$ cat src/design/lsa_pkg.sv
// ---------------------------------------------------------------------------
// lsa_pkg: shared types and constants
// Command and status structs between controller and datapath, item codes.
// ---------------------------------------------------------------------------
package lsa_pkg;

	localparam int CNT_W            = 11;
	localparam int VAL_W            = 32;
	localparam int SUM_W            = 64;
	localparam int DEF_MAX_ELEMENTS = 1024;
	localparam int RESET_COUNT      = 1024;

	localparam logic [1:0] KIND_LOAD  = 2'd0;
	localparam logic [1:0] KIND_BUILD = 2'd1;
	localparam logic [1:0] KIND_ADD   = 2'd2;
	localparam logic [1:0] KIND_SUM   = 2'd3;

	typedef struct packed {
		logic capture;   // take the item on the request channel
		logic clr_wr;    // clearing pass write, advance pointer
		logic step;      // issue read at pointer, advance pointer
		logic out_load;  // fill output register
	} cmd_t;

	typedef struct packed {
		logic at_end;    // pointer on last index of the sweep
		logic ok;        // captured item has a non-empty valid range
		logic is_sum;    // captured item is a range sum
		logic in_load;   // item on the request channel is a load
		logic out_busy;  // output register cannot take a result
	} sts_t;

endpackage

$ cat src/design/lsa_ctrl.sv
// ---------------------------------------------------------------------------
// lsa_ctrl: sequencing state machine
// Runs the reset clearing pass, item capture, sweeps and result hand-off.
// ---------------------------------------------------------------------------
module lsa_ctrl import lsa_pkg::*; (
	input  logic clk,
	input  logic arst_n,
	input  logic req_valid,
	output logic req_ready,
	input  sts_t sts,
	output cmd_t cmd
);
	localparam logic [2:0] S_CLEAR = 3'd0;
	localparam logic [2:0] S_IDLE  = 3'd1;
	localparam logic [2:0] S_CHECK = 3'd2;
	localparam logic [2:0] S_SWEEP = 3'd3;
	localparam logic [2:0] S_DRAIN = 3'd4;
	localparam logic [2:0] S_PUT   = 3'd5;

	logic [2:0] state_q, state_d;

	always_comb begin
		state_d   = state_q;
		cmd       = '0;
		req_ready = 1'b0;
		unique case (state_q)
			S_CLEAR: begin
				cmd.clr_wr = 1'b1;
				if (sts.at_end) state_d = S_IDLE;
			end
			S_IDLE: begin
				req_ready = 1'b1;
				if (req_valid) begin
					cmd.capture = 1'b1;
					if (!sts.in_load) state_d = S_CHECK;
				end
			end
			S_CHECK: begin
				if (sts.ok)          state_d = S_SWEEP;
				else if (sts.is_sum) state_d = S_PUT;
				else                 state_d = S_IDLE;
			end
			S_SWEEP: begin
				cmd.step = 1'b1;
				if (sts.at_end) state_d = S_DRAIN;
			end
			S_DRAIN: begin
				state_d = sts.is_sum ? S_PUT : S_IDLE;
			end
			S_PUT: begin
				if (!sts.out_busy) begin
					cmd.out_load = 1'b1;
					state_d      = S_IDLE;
				end
			end
			default: state_d = S_IDLE;
		endcase
	end

	always_ff @(posedge clk or negedge arst_n) begin
		if (!arst_n) begin
			state_q <= S_CLEAR;
		end else begin
			state_q <= state_d;
		end
	end
endmodule

$ cat config.mk
export PLATFORM = sky130hd
export DESIGN_NAME = lsa_ctrl
export DESIGN_NICKNAME = d
export VERILOG_FILES = /design/src/design/lsa_pkg.sv /design/src/design/lsa_ctrl.sv
export SDC_FILE = /design/constraint.sdc
export NUM_CORES = 1
export LEC_CHECK = 0
export BUFFER_PORTS_ARGS = -buffer_cell sky130_fd_sc_hd__buf_4
export CAP_MARGIN = 20
export CORE_AREA = 10 10 47 49
export DETAILED_ROUTE_END_ITERATION = 6
export DIE_AREA = 0 0 57 59
export PLACE_DENSITY_LB_ADDON = 0.15
export SLEW_MARGIN = 15
export SYNTH_ARGS = -nofsm -noshare
export SYNTH_HDL_FRONTEND = slang
export SYNTH_SLANG_ARGS = --single-unit
$ cat constraint.sdc
create_clock -name clk -period 1 [get_ports clk]
set_input_delay 0.1 -clock clk [delete_from_list [all_inputs] [get_ports clk]]
set_output_delay 0.1 -clock clk [all_outputs]
set_load 0.05 [all_outputs]
=== Word-level counts from Yosys, hierarchy flattened ===
Cells that the tools add are included.

* Register bits after elaboration: 3
* Input port bits: 8
* Output and inout bits: 5
* Word-level logic and storage cells: 28

* Equal/unequal tests: 10
* Mux-type cells: 15
* Reduce and logical (&&, ||, !) cells: 2

{| class="wikitable"
|+ Operators with widths
! kind !! number
|-
| 3-bit two-way mux || 7
|-
| 3-bit case mux with 6 select lines || 1
|-
| 2-bit inequality test, second input constant || 5
|-
| 1-bit two-way mux || 7
|-
| 3-bit by 2-bit equality test with 1-bit output, second input constant || 2
|-
| 3-bit equality test, second input constant || 2
|-
| 5-bit AND reduction || 1
|-
| 3-bit by 1-bit equality test with 1-bit output, second input constant || 1
|-
| 3-bit zero test || 1
|}

=== Longest topological paths before layout ===
* Word-level depth: 3
* Gate-level depth with buffers: 3
* Mapped depth without buffers: 3

=== Least setup slack after synthesis ===
No wires, ideal clock.

* Kind: register to output
* Start: reg state_q[1]
* End: out cmd[3] (netlist bit)
* Arrival time: 1808 ps
* Data required time: 900 ps
* Setup slack: -908 ps
* Cell stages (with the launch flop): 4
* Path buffers: 0
* Path through: dfrtp_1 > nand2b_2 > nor2_1 > and2_1

{| class="wikitable"
|+ RTL lines
! item !! line !! source
|-
| from (decl) || lsa_ctrl.sv:20 || <nowiki>logic [2:0] state_q, state_d;</nowiki>
|-
| from (signal assigned) || lsa_ctrl.sv:64 || <nowiki>state_q <= state_d;</nowiki>
|-
| to (decl) || lsa_ctrl.sv:11 || <nowiki>output cmd_t cmd</nowiki>
|}

==> impl_metrics.toml <==
[hold_path]
hold_start = "sts[1]"
min-delay-path-class = "in -> reg"

[cells_and_area]
largest_reg_flops = 3
final_nets = 55
reg_top3 = "state_q x3"
area_growth_pct = 145
multi_input_area_sq_um = 194
fill_cells = 164
ff_latch_area_sq_um = 76.3
final_cells = 62
drive_gt1_share_pct = 73.9
diodes = 0
largest-register = "state_q"

[critical_path]
worstPathArrival_ns = 1.15
crit_start = "state_q[1]$_DFFE_PN0P_"
reg2reg_depth = 4
ff2ff_setup_slack_ns = -0.06
r2r_start = "state_q[0]$_DFFE_PN0P_"
end_kind = "primary output"
start_kind = "flip-flop"
cp_max_fo = 4
crit_type = "reg -> out"
worstSetupEndpoint = "cmd[3]"
cp.required_ns = 0.90
timing.rr.end = "state_q[2]$_DFFE_PN0P_"

[yosys]
synth_edf_count = 0
ys_types = 17
ys_top_cells_by_count = "4 x nor2_1, 3 x dfrtp_1, 2 x a21oi_1, 2 x nand2b_1"
synth_nets = 32
synth.top_cell.area_share_pct = 37.7
netlist_area_sq_um = 199
yosysWarnings = 0
synth_area_leader_cell = "dfrtp_1"
synthArstFlopShare_pct = 100
ys_seq_elements = 3
syn_avg_cell_area_sq_um = 8.29
synth_area_leaders = "dfrtp_1 38%, nor2_1 7.5%, nand2b_1 6.3%"
synth_cells = 24
synth.most_common_cell = "nor2_1"
ys.flop_type = "dfrtp_1"
ys_seq_area_share_pct = 37.7

[routing]
num_vias = 249
vias_per_cell = 4.02
wl_per_cell_microns = 11.1
routed_wl_microns = 687
first_pass_iters = 2
ant_nets = 0
drc = 0
initialDrtViolationCount = 1

[timing]
timing.final.crit_share_pct = 125
worstMarginPinSlew_ns = 0.175
rsz0062_at_grt = "yes"
fin_skew_ns = 0.000954
clock.fmax_mhz = 800
relSlewSlack_pct = 88.3
setup_violations = 7
setup_ws_ns = -0.251
hold_viol = 0
fin_crit_ns = 1.25
drv_slew = 0
fin_setup_tns_ns = -1.20

[floorplanning]
core.rowCount = 14
ios = 13
core-area_sq_um = 1400
die_y_microns = 59
chipWidth_microns = 57
start_util_pct = 14.2
dieArea_sq_um = 3360

[status]
status = "complete, but fails checks"
violations = "negative setup slack"

[clocking]
cts_made_buffers = 3
clk_pin_slew_ns = 0.04
htree_levels = 1
clock_path_buffers = 2
cts.sinks = 3
clock_latency_ns = 0.23
cts-root-buf = "clkbuf_4"
cts_tree = "done"

[placement]
portBuffers = 12
dp_slack_ns = -0.0747
finalWeightedCongestion = 0.746
dp.cells = 56

[power]
leakagePower_nw = 0.219
power_density_nw_per_um2 = 3920
ir_worst_vdd_v = 0.00133

[global_route]
overflow = 0
grt_max_degree = 7
track_usage_pct = 4.42
grt_pass1_vias = 261
grt_pass1_wl_mm = 1.16
grt_antenna_before_repair = 0

[flow_run]
maxCapViolCount = 0
[stage by stage]
stage | hold WS, ns | area (sq um) | util (%) | total power, mW
2_1_floorplan | -0.196 | 238 | - | 1.02
4_1_cts | 0.143 | 468 | 33.4 | 1.86
3_3_place_gp | -0.111 | 378 | 27.0 | 1.38
5_1_grt | 0.163 | 488 | 34.8 | 2.02
6_report | 0.144 | 488 | 34.8 | 1.91
3_5_place_dp | -0.110 | 378 | 27.0 | 1.39
[cell usage in the layout (no fill, tap or decap)]
cell / instances
a21oi_2: 2
nor2_4: 3
clkbuf_4: 3
inv_1: 1
dlygate4sd3_1: 1
nor3b_4: 1
nor2_1: 1
clkbuf_1: 1
nand3b_1: 1
buf_8: 3
or2_2: 1
buf_4: 12
dfrtp_1: 2
nor3_4: 1
mux2i_1: 1
and2_4: 1
nor2b_1: 1
buf_6: 2
nand2b_1: 1
nand2_2: 1
o21ai_1: 1
o2bb2ai_1: 1
nand2b_4: 2
a21boi_2: 1
dfrtp_2: 1
[layout make-up]
cell class	count	share of cell area (%)
Clock buffer	4	5.38
Multi-Input combinational cell	20	39.7
Sequential cell	3	15.6
Inverter	1	0.769
Tap cell	16	4.10
Timing Repair Buffer	18	34.4
[worst max-delay path, cell delays in order (launching register included)]
cell      delay [ns]
dfrtp_1         0.37
nand2b_4        0.18
nor2_4          0.09
and2_4          0.14
buf_8           0.13
[how the worst min path moves through the flow]
stage                                   endpoint  slack (ns)  cells past startpoint
after floorplan           state_q[0]$_DFFE_PN0P_       -0.20                      0
after global placement    state_q[2]$_DFFE_PN0P_       -0.11                      1
after detailed placement  state_q[2]$_DFFE_PN0P_       -0.11                      1
after CTS                 state_q[1]$_DFFE_PN0P_        0.14                      4
after global routing      state_q[0]$_DFFE_PN0P_        0.16                      3
final                     state_q[0]$_DFFE_PN0P_        0.14                      3
[where the power goes]
group	switching (mW)	total (mW)	leakage [nW]	internal, mW
logic	0.761	1.43	0.168	0.673
clock network	0.0609	0.210	0.0150	0.149
registers	0.0843	0.267	0.0357	0.183
total	0.906	1.91	0.219	1.01
[per-layer routing]
metal | track usage, % | share of wire [%] | up-vias
met5 | 0 | 0 | -
met4 | 4.03 | 2.5 | 0
met3 | 2.58 | 13 | 2
met1 | 4.55 | 39 | 111
li1 | - | - | 125
met2 | 6.20 | 46 | 11
[timing repair]
item                                    4_1_cts  5_1_grt
endpoints found under the setup margin        7        8
gates cloned                                  0        0
setup buffers                                 1        0
hold buffers                                  1        0
gates resized for setup                      12        5
pin swaps                                     1        1
endpoints found under the hold margin         3        0
[logic make-up (layout without fill, tap and decap cells)]
| family | count (synthesis) | count (layout) | share of synthesized area, % |
|---|---|---|---|
| muxes | 1 | 1 | 5.03 |
| DFF | 3 | 3 | 37.7 |
| AOI/OAI and AO/OA | 5 | 5 | 15.7 |
| and+or+nand+nor | 14 | 14 | 39.6 |
| buffers and inverters | 1 | 23 | 1.88 |
Note: power is estimated with default switching activity, not from simulation.
